File: config.mk
export PLATFORM = sky130hd
export DESIGN_NAME = time_of_day_arithmetic_unit_flat
export DESIGN_NICKNAME = d
export VERILOG_FILES = /design/src/design/todau_pkg.sv /design/src/design/todau_in_if.sv /design/src/design/todau_out_if.sv /design/src/design/todau_front.sv /design/src/design/todau_combine.sv /design/src/design/todau_split.sv /design/src/design/time_of_day_arithmetic_unit.sv /design/src/flat_wrapper.sv
export VERILOG_INCLUDE_DIRS = /design/src /design/src/design
export SDC_FILE = /design/constraint.sdc
export NUM_CORES = 1
export LEC_CHECK = 0
export ABC_AREA = 1
export BUFFER_PORTS_ARGS = -buffer_cell sky130_fd_sc_hd__buf_4
export CORE_ASPECT_RATIO = 1.4
export CORE_MARGIN = 2
export CORE_UTILIZATION = 55
export CTS_CLUSTER_DIAMETER = 60
export DETAILED_ROUTE_END_ITERATION = 8
export PLACE_DENSITY = 0.72
export REMOVE_ABC_BUFFERS = 1
export SLEW_MARGIN = 10
export SYNTH_ARGS = -nofsm -noshare
export SYNTH_HDL_FRONTEND = slang
export SYNTH_SLANG_ARGS = --single-unit
File: constraint.sdc
create_clock -name clk -period 8.5 [get_ports clk]
set_input_delay 1.275 -clock clk [delete_from_list [all_inputs] [get_ports clk]]
set_output_delay 1.275 -clock clk [all_outputs]
set_load 0.05 [all_outputs]
File: src/design/time_of_day_arithmetic_unit_macros.svh
// ----------------------------------------------------------------------------
// time of day arithmetic unit assertion macros
// shared property forms for the concurrent checks of the unit
// ----------------------------------------------------------------------------
`ifndef TIME_OF_DAY_ARITHMETIC_UNIT_MACROS_SVH
`define TIME_OF_DAY_ARITHMETIC_UNIT_MACROS_SVH

// same-cycle implication
`define TODAU_ASSERT_IMPLY(label, clk, rst_n, cond, expr, msg) \
label: assert property (@(posedge clk) disable iff (!rst_n) (cond) |-> (expr)) \
	else $error(msg);

// next-cycle implication
`define TODAU_ASSERT_NEXT(label, clk, rst_n, cond, expr, msg) \
label: assert property (@(posedge clk) disable iff (!rst_n) (cond) |=> (expr)) \
	else $error(msg);

`endif

File: src/design/todau_pkg.sv
// ----------------------------------------------------------------------------
// todau_pkg
// widths, operation codes, constants and stage types of the time unit
// ----------------------------------------------------------------------------
`timescale 1ns / 1ps

package todau_pkg;

	localparam int unsigned OP_W     = 3;
	localparam int unsigned HOUR_W   = 5;
	localparam int unsigned MINSEC_W = 6;
	localparam int unsigned COUNT_W  = 32;
	localparam int unsigned SECS_W   = 17;
	localparam int unsigned REM_W    = 12;

	localparam logic [OP_W-1:0] OP_FROM_SECONDS = 3'd0;
	localparam logic [OP_W-1:0] OP_TO_SECONDS   = 3'd1;
	localparam logic [OP_W-1:0] OP_NEXT         = 3'd2;
	localparam logic [OP_W-1:0] OP_PREV         = 3'd3;
	localparam logic [OP_W-1:0] OP_ADD          = 3'd4;
	localparam logic [OP_W-1:0] OP_SUBTRACT     = 3'd5;
	localparam logic [OP_W-1:0] OP_DURATION     = 3'd6;
	localparam logic [OP_W-1:0] OP_COMPARE      = 3'd7;

	localparam int unsigned SECS_PER_DAY  = 86400;
	localparam int unsigned SECS_PER_HOUR = 3600;
	localparam int unsigned SECS_PER_MIN  = 60;
	localparam int unsigned MAX_HOUR      = 23;
	localparam int unsigned MAX_MINSEC    = 59;

	// count / 86400 = ((count >> 7) * recip) >> 35, exact over 32 bits
	localparam int unsigned DAY_PRE     = 7;
	localparam int unsigned DAY_RECIP   = 50903317;
	localparam int unsigned DAY_RECIP_W = 26;
	localparam int unsigned DAY_SHIFT   = 35;
	localparam int unsigned DAY_Q_W     = 16;

	// t / 3600 = ((t >> 4) * recip) >> 20, exact below one day
	localparam int unsigned HOUR_PRE     = 4;
	localparam int unsigned HOUR_RECIP   = 4661;
	localparam int unsigned HOUR_RECIP_W = 13;
	localparam int unsigned HOUR_SHIFT   = 20;

	// r / 60 = ((r >> 2) * recip) >> 14, exact below one hour
	localparam int unsigned MIN_PRE     = 2;
	localparam int unsigned MIN_RECIP   = 1093;
	localparam int unsigned MIN_RECIP_W = 11;
	localparam int unsigned MIN_SHIFT   = 14;

	typedef struct packed {
		logic [OP_W-1:0]     operation;
		logic [HOUR_W-1:0]   hour_a;
		logic [MINSEC_W-1:0] minute_a;
		logic [MINSEC_W-1:0] second_a;
		logic [HOUR_W-1:0]   hour_b;
		logic [MINSEC_W-1:0] minute_b;
		logic [MINSEC_W-1:0] second_b;
		logic [COUNT_W-1:0]  count_seconds;
	} todau_req_t;

	typedef struct packed {
		logic [OP_W-1:0]   operation;
		logic              err;
		logic [SECS_W-1:0] ta;
		logic [SECS_W-1:0] tb;
		logic [SECS_W-1:0] cnt_mod;
	} todau_secs_t;

	typedef struct packed {
		logic [SECS_W-1:0] total;
		logic              eq;
		logic              lt;
		logic              gt;
		logic              err;
	} todau_side_t;

	typedef struct packed {
		logic [SECS_W-1:0] t;
		todau_side_t       side;
	} todau_mid_t;

	typedef struct packed {
		logic [HOUR_W-1:0]   hour;
		logic [MINSEC_W-1:0] minute;
		logic [MINSEC_W-1:0] second;
		todau_side_t         side;
	} todau_res_t;

	function automatic logic time_ok(logic [HOUR_W-1:0] h, logic [MINSEC_W-1:0] m,
			logic [MINSEC_W-1:0] s);
		return (h <= HOUR_W'(MAX_HOUR)) && (m <= MINSEC_W'(MAX_MINSEC))
			&& (s <= MINSEC_W'(MAX_MINSEC));
	endfunction

	function automatic logic [SECS_W-1:0] to_secs(logic [HOUR_W-1:0] h,
			logic [MINSEC_W-1:0] m, logic [MINSEC_W-1:0] s);
		return SECS_W'(h) * SECS_W'(SECS_PER_HOUR) + SECS_W'(m) * SECS_W'(SECS_PER_MIN)
			+ SECS_W'(s);
	endfunction

endpackage

File: src/design/todau_in_if.sv
// ----------------------------------------------------------------------------
// todau_in_if
// request channel: operation, two times and a seconds count
// ----------------------------------------------------------------------------
`timescale 1ns / 1ps

interface todau_in_if;
	logic                              valid;
	logic                              ready;
	logic [todau_pkg::OP_W-1:0]        operation;
	logic [todau_pkg::HOUR_W-1:0]      hour_a;
	logic [todau_pkg::MINSEC_W-1:0]    minute_a;
	logic [todau_pkg::MINSEC_W-1:0]    second_a;
	logic [todau_pkg::HOUR_W-1:0]      hour_b;
	logic [todau_pkg::MINSEC_W-1:0]    minute_b;
	logic [todau_pkg::MINSEC_W-1:0]    second_b;
	logic [todau_pkg::COUNT_W-1:0]     count_seconds;

	modport source (
		output valid, operation, hour_a, minute_a, second_a,
		output hour_b, minute_b, second_b, count_seconds,
		input  ready
	);
	modport sink (
		input  valid, operation, hour_a, minute_a, second_a,
		input  hour_b, minute_b, second_b, count_seconds,
		output ready
	);
endinterface

File: src/design/todau_out_if.sv
// ----------------------------------------------------------------------------
// todau_out_if
// result channel: time, seconds count, compare flags and error flag
// ----------------------------------------------------------------------------
`timescale 1ns / 1ps

interface todau_out_if;
	logic                              valid;
	logic                              ready;
	logic [todau_pkg::HOUR_W-1:0]      hour_out;
	logic [todau_pkg::MINSEC_W-1:0]    minute_out;
	logic [todau_pkg::MINSEC_W-1:0]    second_out;
	logic [todau_pkg::SECS_W-1:0]      total_seconds;
	logic                              is_equal;
	logic                              is_less;
	logic                              is_greater;
	logic                              operand_error;

	modport source (
		output valid, hour_out, minute_out, second_out, total_seconds,
		output is_equal, is_less, is_greater, operand_error,
		input  ready
	);
	modport sink (
		input  valid, hour_out, minute_out, second_out, total_seconds,
		input  is_equal, is_less, is_greater, operand_error,
		output ready
	);
endinterface

File: src/design/todau_front.sv
// ----------------------------------------------------------------------------
// todau_front
// two stages: operand check, seconds since midnight, count mod one day
// ----------------------------------------------------------------------------
`timescale 1ns / 1ps

module todau_front (
	input  logic                   clk,
	input  logic                   arst_n,
	input  logic                   in_valid,
	output logic                   in_ready,
	input  todau_pkg::todau_req_t  in_data,
	output logic                   out_valid,
	input  logic                   out_ready,
	output todau_pkg::todau_secs_t out_data
);

	localparam int unsigned DAY_PROD_W =
		(todau_pkg::COUNT_W - todau_pkg::DAY_PRE) + todau_pkg::DAY_RECIP_W;

	logic                              need_a, need_b, err_d;
	logic [todau_pkg::SECS_W-1:0]      ta_d, tb_d;
	logic [DAY_PROD_W-1:0]             day_prod;
	logic [todau_pkg::DAY_Q_W-1:0]     q_d;

	logic                              v_s1, v_s2, rdy_s1, rdy_s2;
	logic [todau_pkg::OP_W-1:0]        op_s1;
	logic                              err_s1;
	logic [todau_pkg::SECS_W-1:0]      ta_s1, tb_s1;
	logic [todau_pkg::COUNT_W-1:0]     cnt_s1;
	logic [todau_pkg::DAY_Q_W-1:0]     q_s1;
	todau_pkg::todau_secs_t            secs_s2;

	// stage 1: checks, conversions, day quotient estimate
	always_comb begin
		need_a = in_data.operation != todau_pkg::OP_FROM_SECONDS;
		need_b = (in_data.operation == todau_pkg::OP_DURATION)
			|| (in_data.operation == todau_pkg::OP_COMPARE);
		err_d = (need_a && !todau_pkg::time_ok(in_data.hour_a, in_data.minute_a,
				in_data.second_a))
			|| (need_b && !todau_pkg::time_ok(in_data.hour_b, in_data.minute_b,
				in_data.second_b));
		ta_d = todau_pkg::to_secs(in_data.hour_a, in_data.minute_a, in_data.second_a);
		tb_d = todau_pkg::to_secs(in_data.hour_b, in_data.minute_b, in_data.second_b);
		day_prod = DAY_PROD_W'(in_data.count_seconds[todau_pkg::COUNT_W-1:todau_pkg::DAY_PRE])
			* DAY_PROD_W'(todau_pkg::DAY_RECIP);
		q_d = day_prod[todau_pkg::DAY_SHIFT +: todau_pkg::DAY_Q_W];
	end

	assign rdy_s2   = !v_s2 || out_ready;
	assign rdy_s1   = !v_s1 || rdy_s2;
	assign in_ready = rdy_s1;

	always_ff @(posedge clk or negedge arst_n) begin
		if (!arst_n) begin
			v_s1 <= 1'b0;
			v_s2 <= 1'b0;
		end else begin
			if (rdy_s1) v_s1 <= in_valid;
			if (rdy_s2) v_s2 <= v_s1;
		end
	end

	always_ff @(posedge clk) begin
		if (rdy_s1 && in_valid) begin
			op_s1  <= in_data.operation;
			err_s1 <= err_d;
			ta_s1  <= ta_d;
			tb_s1  <= tb_d;
			cnt_s1 <= in_data.count_seconds;
			q_s1   <= q_d;
		end
		// stage 2: remainder of the count
		if (rdy_s2 && v_s1) begin
			secs_s2.operation <= op_s1;
			secs_s2.err       <= err_s1;
			secs_s2.ta        <= ta_s1;
			secs_s2.tb        <= tb_s1;
			secs_s2.cnt_mod   <= todau_pkg::SECS_W'(cnt_s1
				- todau_pkg::COUNT_W'(q_s1) * todau_pkg::COUNT_W'(todau_pkg::SECS_PER_DAY));
		end
	end

	assign out_valid = v_s2;
	assign out_data  = secs_s2;

endmodule

File: src/design/todau_combine.sv
// ----------------------------------------------------------------------------
// todau_combine
// one stage: per-operation sum mod one day, duration and compare
// ----------------------------------------------------------------------------
`timescale 1ns / 1ps

module todau_combine (
	input  logic                   clk,
	input  logic                   arst_n,
	input  logic                   in_valid,
	output logic                   in_ready,
	input  todau_pkg::todau_secs_t in_data,
	output logic                   out_valid,
	input  logic                   out_ready,
	output todau_pkg::todau_mid_t  out_data
);

	localparam int unsigned SUM_W = todau_pkg::SECS_W + 1;

	logic [SUM_W-1:0]       t_raw, t_red;
	todau_pkg::todau_mid_t  mid_d;
	todau_pkg::todau_mid_t  mid_s3;
	logic                   v_s3, rdy_s3;

	always_comb begin
		t_raw = '0;
		mid_d = '0;
		case (in_data.operation)
			todau_pkg::OP_FROM_SECONDS: t_raw = SUM_W'(in_data.cnt_mod);
			todau_pkg::OP_TO_SECONDS:   mid_d.side.total = in_data.ta;
			todau_pkg::OP_NEXT:         t_raw = SUM_W'(in_data.ta) + SUM_W'(1);
			todau_pkg::OP_PREV: begin
				t_raw = SUM_W'(in_data.ta) + SUM_W'(todau_pkg::SECS_PER_DAY - 1);
			end
			todau_pkg::OP_ADD: t_raw = SUM_W'(in_data.ta) + SUM_W'(in_data.cnt_mod);
			todau_pkg::OP_SUBTRACT: begin
				t_raw = SUM_W'(in_data.ta) + SUM_W'(todau_pkg::SECS_PER_DAY)
					- SUM_W'(in_data.cnt_mod);
			end
			todau_pkg::OP_DURATION: begin
				// b earlier than a lies on the next day
				if (in_data.tb >= in_data.ta)
					mid_d.side.total = in_data.tb - in_data.ta;
				else
					mid_d.side.total = todau_pkg::SECS_W'(SUM_W'(in_data.tb)
						+ SUM_W'(todau_pkg::SECS_PER_DAY) - SUM_W'(in_data.ta));
			end
			todau_pkg::OP_COMPARE: begin
				mid_d.side.eq = in_data.ta == in_data.tb;
				mid_d.side.lt = in_data.ta < in_data.tb;
				mid_d.side.gt = in_data.ta > in_data.tb;
			end
			default: ;
		endcase
		t_red = (t_raw >= SUM_W'(todau_pkg::SECS_PER_DAY))
			? t_raw - SUM_W'(todau_pkg::SECS_PER_DAY) : t_raw;
		mid_d.t = todau_pkg::SECS_W'(t_red);
		// bad operand: everything zero but the flag
		if (in_data.err) begin
			mid_d          = '0;
			mid_d.side.err = 1'b1;
		end
	end

	assign rdy_s3   = !v_s3 || out_ready;
	assign in_ready = rdy_s3;

	always_ff @(posedge clk or negedge arst_n) begin
		if (!arst_n) v_s3 <= 1'b0;
		else if (rdy_s3) v_s3 <= in_valid;
	end

	always_ff @(posedge clk) begin
		if (rdy_s3 && in_valid) mid_s3 <= mid_d;
	end

	assign out_valid = v_s3;
	assign out_data  = mid_s3;

endmodule

File: src/design/todau_split.sv
// ----------------------------------------------------------------------------
// todau_split
// four stages: seconds of day split into hour, minute and second
// ----------------------------------------------------------------------------
`timescale 1ns / 1ps

module todau_split (
	input  logic                  clk,
	input  logic                  arst_n,
	input  logic                  in_valid,
	output logic                  in_ready,
	input  todau_pkg::todau_mid_t in_data,
	output logic                  out_valid,
	input  logic                  out_ready,
	output todau_pkg::todau_res_t out_data
);

	localparam int unsigned HOUR_PROD_W =
		(todau_pkg::SECS_W - todau_pkg::HOUR_PRE) + todau_pkg::HOUR_RECIP_W;
	localparam int unsigned MIN_PROD_W =
		(todau_pkg::REM_W - todau_pkg::MIN_PRE) + todau_pkg::MIN_RECIP_W;

	logic [HOUR_PROD_W-1:0]           hour_prod;
	logic [MIN_PROD_W-1:0]            min_prod;

	logic                             v_s4, v_s5, v_s6, v_s7;
	logic                             rdy_s4, rdy_s5, rdy_s6, rdy_s7;
	logic [todau_pkg::HOUR_W-1:0]     hour_s4, hour_s5, hour_s6;
	logic [todau_pkg::SECS_W-1:0]     t_s4;
	logic [todau_pkg::REM_W-1:0]      rem_s5, rem_s6;
	logic [todau_pkg::MINSEC_W-1:0]   minute_s6;
	todau_pkg::todau_side_t           side_s4, side_s5, side_s6;
	todau_pkg::todau_res_t            res_s7;

	assign hour_prod = HOUR_PROD_W'(in_data.t[todau_pkg::SECS_W-1:todau_pkg::HOUR_PRE])
		* HOUR_PROD_W'(todau_pkg::HOUR_RECIP);
	assign min_prod = MIN_PROD_W'(rem_s5[todau_pkg::REM_W-1:todau_pkg::MIN_PRE])
		* MIN_PROD_W'(todau_pkg::MIN_RECIP);

	assign rdy_s7   = !v_s7 || out_ready;
	assign rdy_s6   = !v_s6 || rdy_s7;
	assign rdy_s5   = !v_s5 || rdy_s6;
	assign rdy_s4   = !v_s4 || rdy_s5;
	assign in_ready = rdy_s4;

	always_ff @(posedge clk or negedge arst_n) begin
		if (!arst_n) begin
			v_s4 <= 1'b0;
			v_s5 <= 1'b0;
			v_s6 <= 1'b0;
			v_s7 <= 1'b0;
		end else begin
			if (rdy_s4) v_s4 <= in_valid;
			if (rdy_s5) v_s5 <= v_s4;
			if (rdy_s6) v_s6 <= v_s5;
			if (rdy_s7) v_s7 <= v_s6;
		end
	end

	always_ff @(posedge clk) begin
		// hour by reciprocal
		if (rdy_s4 && in_valid) begin
			hour_s4 <= hour_prod[todau_pkg::HOUR_SHIFT +: todau_pkg::HOUR_W];
			t_s4    <= in_data.t;
			side_s4 <= in_data.side;
		end
		// seconds within the hour
		if (rdy_s5 && v_s4) begin
			hour_s5 <= hour_s4;
			rem_s5  <= todau_pkg::REM_W'(t_s4
				- todau_pkg::SECS_W'(hour_s4) * todau_pkg::SECS_W'(todau_pkg::SECS_PER_HOUR));
			side_s5 <= side_s4;
		end
		// minute by reciprocal
		if (rdy_s6 && v_s5) begin
			hour_s6   <= hour_s5;
			rem_s6    <= rem_s5;
			minute_s6 <= min_prod[todau_pkg::MIN_SHIFT +: todau_pkg::MINSEC_W];
			side_s6   <= side_s5;
		end
		// second and output register
		if (rdy_s7 && v_s6) begin
			res_s7.hour   <= hour_s6;
			res_s7.minute <= minute_s6;
			res_s7.second <= todau_pkg::MINSEC_W'(rem_s6
				- todau_pkg::REM_W'(minute_s6) * todau_pkg::REM_W'(todau_pkg::SECS_PER_MIN));
			res_s7.side   <= side_s6;
		end
	end

	assign out_valid = v_s7;
	assign out_data  = res_s7;

endmodule

File: src/design/time_of_day_arithmetic_unit.sv
// throughput: one item per cycle while rsp does not stall, set by the seven-stage pipeline
// each stage takes a new item when it is empty or its successor moves on
// reset: arst_n clears only the stage valid bits, no result is pending after it
// ----------------------------------------------------------------------------
// time_of_day_arithmetic_unit
// pipelined 24-hour time arithmetic: conversion, step, add, subtract,
// duration and compare on hour, minute and second fields
// ----------------------------------------------------------------------------
`timescale 1ns / 1ps
`include "time_of_day_arithmetic_unit_macros.svh"

module time_of_day_arithmetic_unit (
	input  logic         clk,
	input  logic         arst_n,
	todau_in_if.sink     req,
	todau_out_if.source  rsp
);

	// request payload gathered into one word
	todau_pkg::todau_req_t  req_data;

	// front -> combine: seconds since midnight and count mod one day
	logic                   secs_valid, secs_ready;
	todau_pkg::todau_secs_t secs_data;

	// combine -> split: reduced time of day plus non-time results
	logic                   mid_valid, mid_ready;
	todau_pkg::todau_mid_t  mid_data;

	// split -> result channel
	todau_pkg::todau_res_t  res_data;

	assign req_data.operation     = req.operation;
	assign req_data.hour_a        = req.hour_a;
	assign req_data.minute_a      = req.minute_a;
	assign req_data.second_a      = req.second_a;
	assign req_data.hour_b        = req.hour_b;
	assign req_data.minute_b      = req.minute_b;
	assign req_data.second_b      = req.second_b;
	assign req_data.count_seconds = req.count_seconds;

	// stages 1-2: operand range check, time to seconds, count mod 86400
	todau_front u_front (
		.clk       (clk),
		.arst_n    (arst_n),
		.in_valid  (req.valid),
		.in_ready  (req.ready),
		.in_data   (req_data),
		.out_valid (secs_valid),
		.out_ready (secs_ready),
		.out_data  (secs_data)
	);

	// stage 3: per-operation sum with one wrap, duration, compare flags,
	// and zeroing of every field but the error flag on an operand error
	todau_combine u_combine (
		.clk       (clk),
		.arst_n    (arst_n),
		.in_valid  (secs_valid),
		.in_ready  (secs_ready),
		.in_data   (secs_data),
		.out_valid (mid_valid),
		.out_ready (mid_ready),
		.out_data  (mid_data)
	);

	// stages 4-7: hour, remainder, minute, second; stage 7 is the output register
	todau_split u_split (
		.clk       (clk),
		.arst_n    (arst_n),
		.in_valid  (mid_valid),
		.in_ready  (mid_ready),
		.in_data   (mid_data),
		.out_valid (rsp.valid),
		.out_ready (rsp.ready),
		.out_data  (res_data)
	);

	assign rsp.hour_out      = res_data.hour;
	assign rsp.minute_out    = res_data.minute;
	assign rsp.second_out    = res_data.second;
	assign rsp.total_seconds = res_data.side.total;
	assign rsp.is_equal      = res_data.side.eq;
	assign rsp.is_less       = res_data.side.lt;
	assign rsp.is_greater    = res_data.side.gt;
	assign rsp.operand_error = res_data.side.err;

	// an error result carries nothing but the flag
	`TODAU_ASSERT_IMPLY(a_err_zero, clk, arst_n, (rsp.valid && rsp.operand_error), ((rsp.hour_out == '0) && (rsp.minute_out == '0) && (rsp.second_out == '0) && (rsp.total_seconds == '0) && !rsp.is_equal && !rsp.is_less && !rsp.is_greater), "error result has nonzero fields")

	// the split always lands in range and at most one compare flag is up
	`TODAU_ASSERT_IMPLY(a_out_range, clk, arst_n, rsp.valid, ((rsp.hour_out <= 5'd23) && (rsp.minute_out <= 6'd59) && (rsp.second_out <= 6'd59) && (rsp.total_seconds < 17'd86400) && $onehot0({rsp.is_equal, rsp.is_less, rsp.is_greater})), "result field out of range")

	// a compare result has no time and no count
	`TODAU_ASSERT_IMPLY(a_cmp_clean, clk, arst_n, (rsp.valid && (rsp.is_equal || rsp.is_less || rsp.is_greater)), ((rsp.hour_out == '0) && (rsp.minute_out == '0) && (rsp.second_out == '0) && (rsp.total_seconds == '0)), "compare result carries a time")

	// a stalled item between combine and split stays put
	`TODAU_ASSERT_NEXT(a_mid_hold, clk, arst_n, (mid_valid && !mid_ready), (mid_valid && $stable(mid_data)), "stalled mid-pipe item changed")

endmodule

File: src/flat_wrapper.sv
// flat-port wrapper written by rule: the top's interface ports become plain ports
module time_of_day_arithmetic_unit_flat 
  (clk, arst_n, req_valid, req_operation, req_hour_a, req_minute_a, req_second_a, req_hour_b, req_minute_b, req_second_b, req_count_seconds, req_ready, rsp_valid, rsp_hour_out, rsp_minute_out, rsp_second_out, rsp_total_seconds, rsp_is_equal, rsp_is_less, rsp_is_greater, rsp_operand_error, rsp_ready);
  todau_in_if req_i ();
  todau_out_if rsp_i ();
  input  logic clk;
  input  logic arst_n;
  input wire logic [$bits(req_i.valid)-1:0] req_valid;
  input wire logic [$bits(req_i.operation)-1:0] req_operation;
  input wire logic [$bits(req_i.hour_a)-1:0] req_hour_a;
  input wire logic [$bits(req_i.minute_a)-1:0] req_minute_a;
  input wire logic [$bits(req_i.second_a)-1:0] req_second_a;
  input wire logic [$bits(req_i.hour_b)-1:0] req_hour_b;
  input wire logic [$bits(req_i.minute_b)-1:0] req_minute_b;
  input wire logic [$bits(req_i.second_b)-1:0] req_second_b;
  input wire logic [$bits(req_i.count_seconds)-1:0] req_count_seconds;
  output wire logic [$bits(req_i.ready)-1:0] req_ready;
  output wire logic [$bits(rsp_i.valid)-1:0] rsp_valid;
  output wire logic [$bits(rsp_i.hour_out)-1:0] rsp_hour_out;
  output wire logic [$bits(rsp_i.minute_out)-1:0] rsp_minute_out;
  output wire logic [$bits(rsp_i.second_out)-1:0] rsp_second_out;
  output wire logic [$bits(rsp_i.total_seconds)-1:0] rsp_total_seconds;
  output wire logic [$bits(rsp_i.is_equal)-1:0] rsp_is_equal;
  output wire logic [$bits(rsp_i.is_less)-1:0] rsp_is_less;
  output wire logic [$bits(rsp_i.is_greater)-1:0] rsp_is_greater;
  output wire logic [$bits(rsp_i.operand_error)-1:0] rsp_operand_error;
  input wire logic [$bits(rsp_i.ready)-1:0] rsp_ready;
  assign req_i.valid = req_valid;
  assign req_i.operation = req_operation;
  assign req_i.hour_a = req_hour_a;
  assign req_i.minute_a = req_minute_a;
  assign req_i.second_a = req_second_a;
  assign req_i.hour_b = req_hour_b;
  assign req_i.minute_b = req_minute_b;
  assign req_i.second_b = req_second_b;
  assign req_i.count_seconds = req_count_seconds;
  assign req_ready = req_i.ready;
  assign rsp_valid = rsp_i.valid;
  assign rsp_hour_out = rsp_i.hour_out;
  assign rsp_minute_out = rsp_i.minute_out;
  assign rsp_second_out = rsp_i.second_out;
  assign rsp_total_seconds = rsp_i.total_seconds;
  assign rsp_is_equal = rsp_i.is_equal;
  assign rsp_is_less = rsp_i.is_less;
  assign rsp_is_greater = rsp_i.is_greater;
  assign rsp_operand_error = rsp_i.operand_error;
  assign rsp_i.ready = rsp_ready;
  time_of_day_arithmetic_unit u_core (.clk(clk), .arst_n(arst_n), .req(req_i), .rsp(rsp_i));
endmodule
==> impl_metrics.tcl <==
set metrics [dict create \
    status "complete, no violations" \
    whs_endpoint "u_core.u_split.side_s4[20]" \
    grt_usage_pct 25.5 \
    core-area_um2 59400 \
    synth_top_area_share_pct 28.3 \
    drc 0 \
    clk_latency_ns 0.54 \
    wl_um 76100 \
    nets 4532 \
    dp.final_hpwl_um 65100 \
    final-setup-viol-count 0 \
    regArea_um2 9480 \
    gr-total-overflow 0 \
    antenna_found_initial 0 \
    worstSetupPathType "in -> reg" \
    fin_tns_setup_ns 0 \
    firstDrtPassIters 5 \
    hold_buffers 0 \
    min-delay-start "u_core.u_combine.out_data[20]" \
    synth_cells 3418 \
    grt_first_pass_wirelength_um 122000 \
    synth_common_cells "inv_1, ha_1, nand2_1" \
    drt_iter0_drc 995 \
    ff2ff_setup_slack_ns 3.89 \
    synth_most_common_cell "inv_1" \
    yosysWarnings 0 \
    synth-seq-cells 317 \
    hold_viol_final 0 \
    min_path_cells 0 \
    hold_class "reg -> reg" \
    post_cts_resized 0 \
    grt_max_degree 59 \
    start_util_pct 55.3 \
    synth_area_um2 32900 \
    synth_top_cell_by_area "edfxtp_1" \
    area_growth_pct 8.90 \
    die_area_um2 61700 \
    worstReg2RegEnd "u_core.u_split.hour_s4[3]" \
    avgRoutedWirePerCell_um 17.5 \
    required_ns 8.77 \
    ant_nets 0 \
    period_share_pct 75.0 \
    synth_cell_types 46 \
    h-tree-depth 2 \
    reg2reg_from "u_core.u_combine.out_data[30]" \
    multi_input_comb_area_um2 20200 \
    die_w_um 211 \
    post-cts-setup-buffers 0 \
    finalClockSkew_ns 0.0331 \
    worstPathArrival_ns 6.65 \
    ff2ff_path_depth 18 \
    cap_viol_max_count 0 \
    ys_async_sr_fraction_pct 2.21 \
    synth.avg_cell_area_um2 9.61 \
    die_height_um 293 \
    synth_enable_flop_cells 310 \
    cts_buffers 34 \
    cp-end-kind "flip-flop" \
    slew_viol_final 0 \
    portBuffers 112 \
    clock_sinks 317 \
    synth_ff_type "edfxtp_1" \
    clkTransAtPathRegs_ns 0.06 \
    ios 113 \
    clockRootBuffer "clkbuf_16" \
    rsz0062_at_grt "false" \
    synth.area.top_cells "edfxtp_1, ha_1, fa_1" \
    timing.slew.headroom_pct 18.9 \
    gp_congestion 0.988 \
    critPathLaunchType "input pin" \
    fmax_ghz 0.157 \
    num_vias 22821 \
    tritoncts "yes" \
    drt-vias-per-instance 5.25 \
    rows 106 \
    n_antenna_cell 0 \
    worstMarginPinSlew_ns 1.22 \
    cts_max_path_buffers 3 \
    drive_gt1_share_pct 5.99 \
    grt_pass1_vias 23693 \
    yosysSeqAreaShare_pct 28.9 \
    fin_crit_ns 6.38 \
    cp_max_fo 11 \
    fillerInstances 5127 \
]
[cells by family after synthesis]
logic type	count (synthesis)	synth area share, %
AO/OA/AOI/OAI	352	5.96
XOR/XNOR	143	3.81
adder cells (fa/ha/maj)	896	40.3
buffers and inverters	857	9.84
flip-flops	317	28.9
AND/OR/NAND/NOR	853	11.2
[state kept, by name, summed over array words and instances (netlist names), 3 cells and up]
name,flops
u_core.u_front.cnt_s1,17
u_core.u_split.side_s4,21
u_core.u_split.out_data,38
u_core.u_split.minute_s6,6
u_core.u_split.rem_s5,12
u_core.u_split.hour_s5,5
u_core.u_split.side_s5,21
u_core.u_front.out_data,55
u_core.u_split.hour_s6,5
u_core.u_combine.out_data,38
u_core.u_split.side_s6,21
u_core.u_split.t_s4,12
u_core.u_front.op_s1,3
u_core.u_split.rem_s6,6
u_core.u_split.hour_s4,5
u_core.u_front.tb_s1,17
u_core.u_front.q_s1,10
u_core.u_front.ta_s1,17
[area by class of cell]
cell class,count,area share (%)
tap,756,2.64
inverter,846,8.87
sequential,317,26.5
timing repair buffer,120,2.52
clock inverter,19,0.559
multi-input combinational,2244,56.4
clock buffer,42,2.55
[metal layers]
| layer | up-vias | track usage, % | part of all wire, % |
|---|---|---|---|
| met5 | - | 0 | 0 |
| met4 | 0 | 13.5 | 6.0 |
| met3 | 195 | 2.52 | 3.4 |
| met2 | 476 | 47.5 | 52 |
| met1 | 10828 | 28.5 | 38 |
| li1 | 11322 | - | - |
[layout by cell type, fill, tap and decap left out, types with 17 or more instances in the layout]
| cell | n |
|---|---|
| nand4_1 | 36 |
| nor2_1 | 167 |
| xnor2_1 | 54 |
| nand3_1 | 124 |
| buf_4 | 120 |
| o21ai_0 | 90 |
| nor3_1 | 17 |
| edfxtp_1 | 310 |
| inv_1 | 838 |
| a21oi_1 | 182 |
| xor2_1 | 89 |
| fa_1 | 272 |
| ha_1 | 624 |
| a31oi_1 | 17 |
| nand2_1 | 444 |
| clkbuf_16 | 35 |
[worst max-delay path, cell delays in order]
cell and delay (ns):
buf_4 0.21, inv_1 0.18, ha_1 0.37, inv_1 0.14, fa_1 0.44, ha_1 0.29
inv_1 0.05, fa_1 0.49, inv_1 0.05, fa_1 0.48, fa_1 0.56, inv_1 0.06
fa_1 0.53, inv_1 0.04, ha_1 0.31, nand2_1 0.09, nor2_1 0.15, inv_1 0.07
nor2_1 0.08, inv_1 0.06, nor4_1 0.34, nand3_1 0.14, nand3_1 0.15, xor2_1 0.08
[per-stage QoR]
step	util, %	instances	hold WS [ns]	cell area, um2	setup slack [ns]
after floorplan	-	3407	0.400	32800	2.23
after global placement	58.4	4283	0.400	34700	1.77
after detailed placement	58.4	4283	0.405	34700	1.70
after CTS	60.2	4344	0.411	35800	2.24
after global routing	60.2	4344	0.415	35800	1.91
final	60.2	4344	0.409	35800	2.13
[how the worst max path moves through the flow]
stage | start | to | slack (ns)
after CTS | req_count_seconds[12] | u_core.u_front.q_s1[5] | 2.24
after global routing | req_count_seconds[12] | u_core.u_front.q_s1[5] | 1.91
after global placement | req_count_seconds[12] | u_core.u_front.q_s1[5] | 1.77
after detailed placement | req_count_seconds[29] | u_core.u_front.q_s1[6] | 1.70
final | req_count_seconds[12] | u_core.u_front.q_s1[5] | 2.13
after floorplan | req_count_seconds[29] | u_core.u_front.q_s1[9] | 2.23
Power is not shown: default switching activity piles up to over one toggle a cycle in this logic, so the estimate is an artifact.
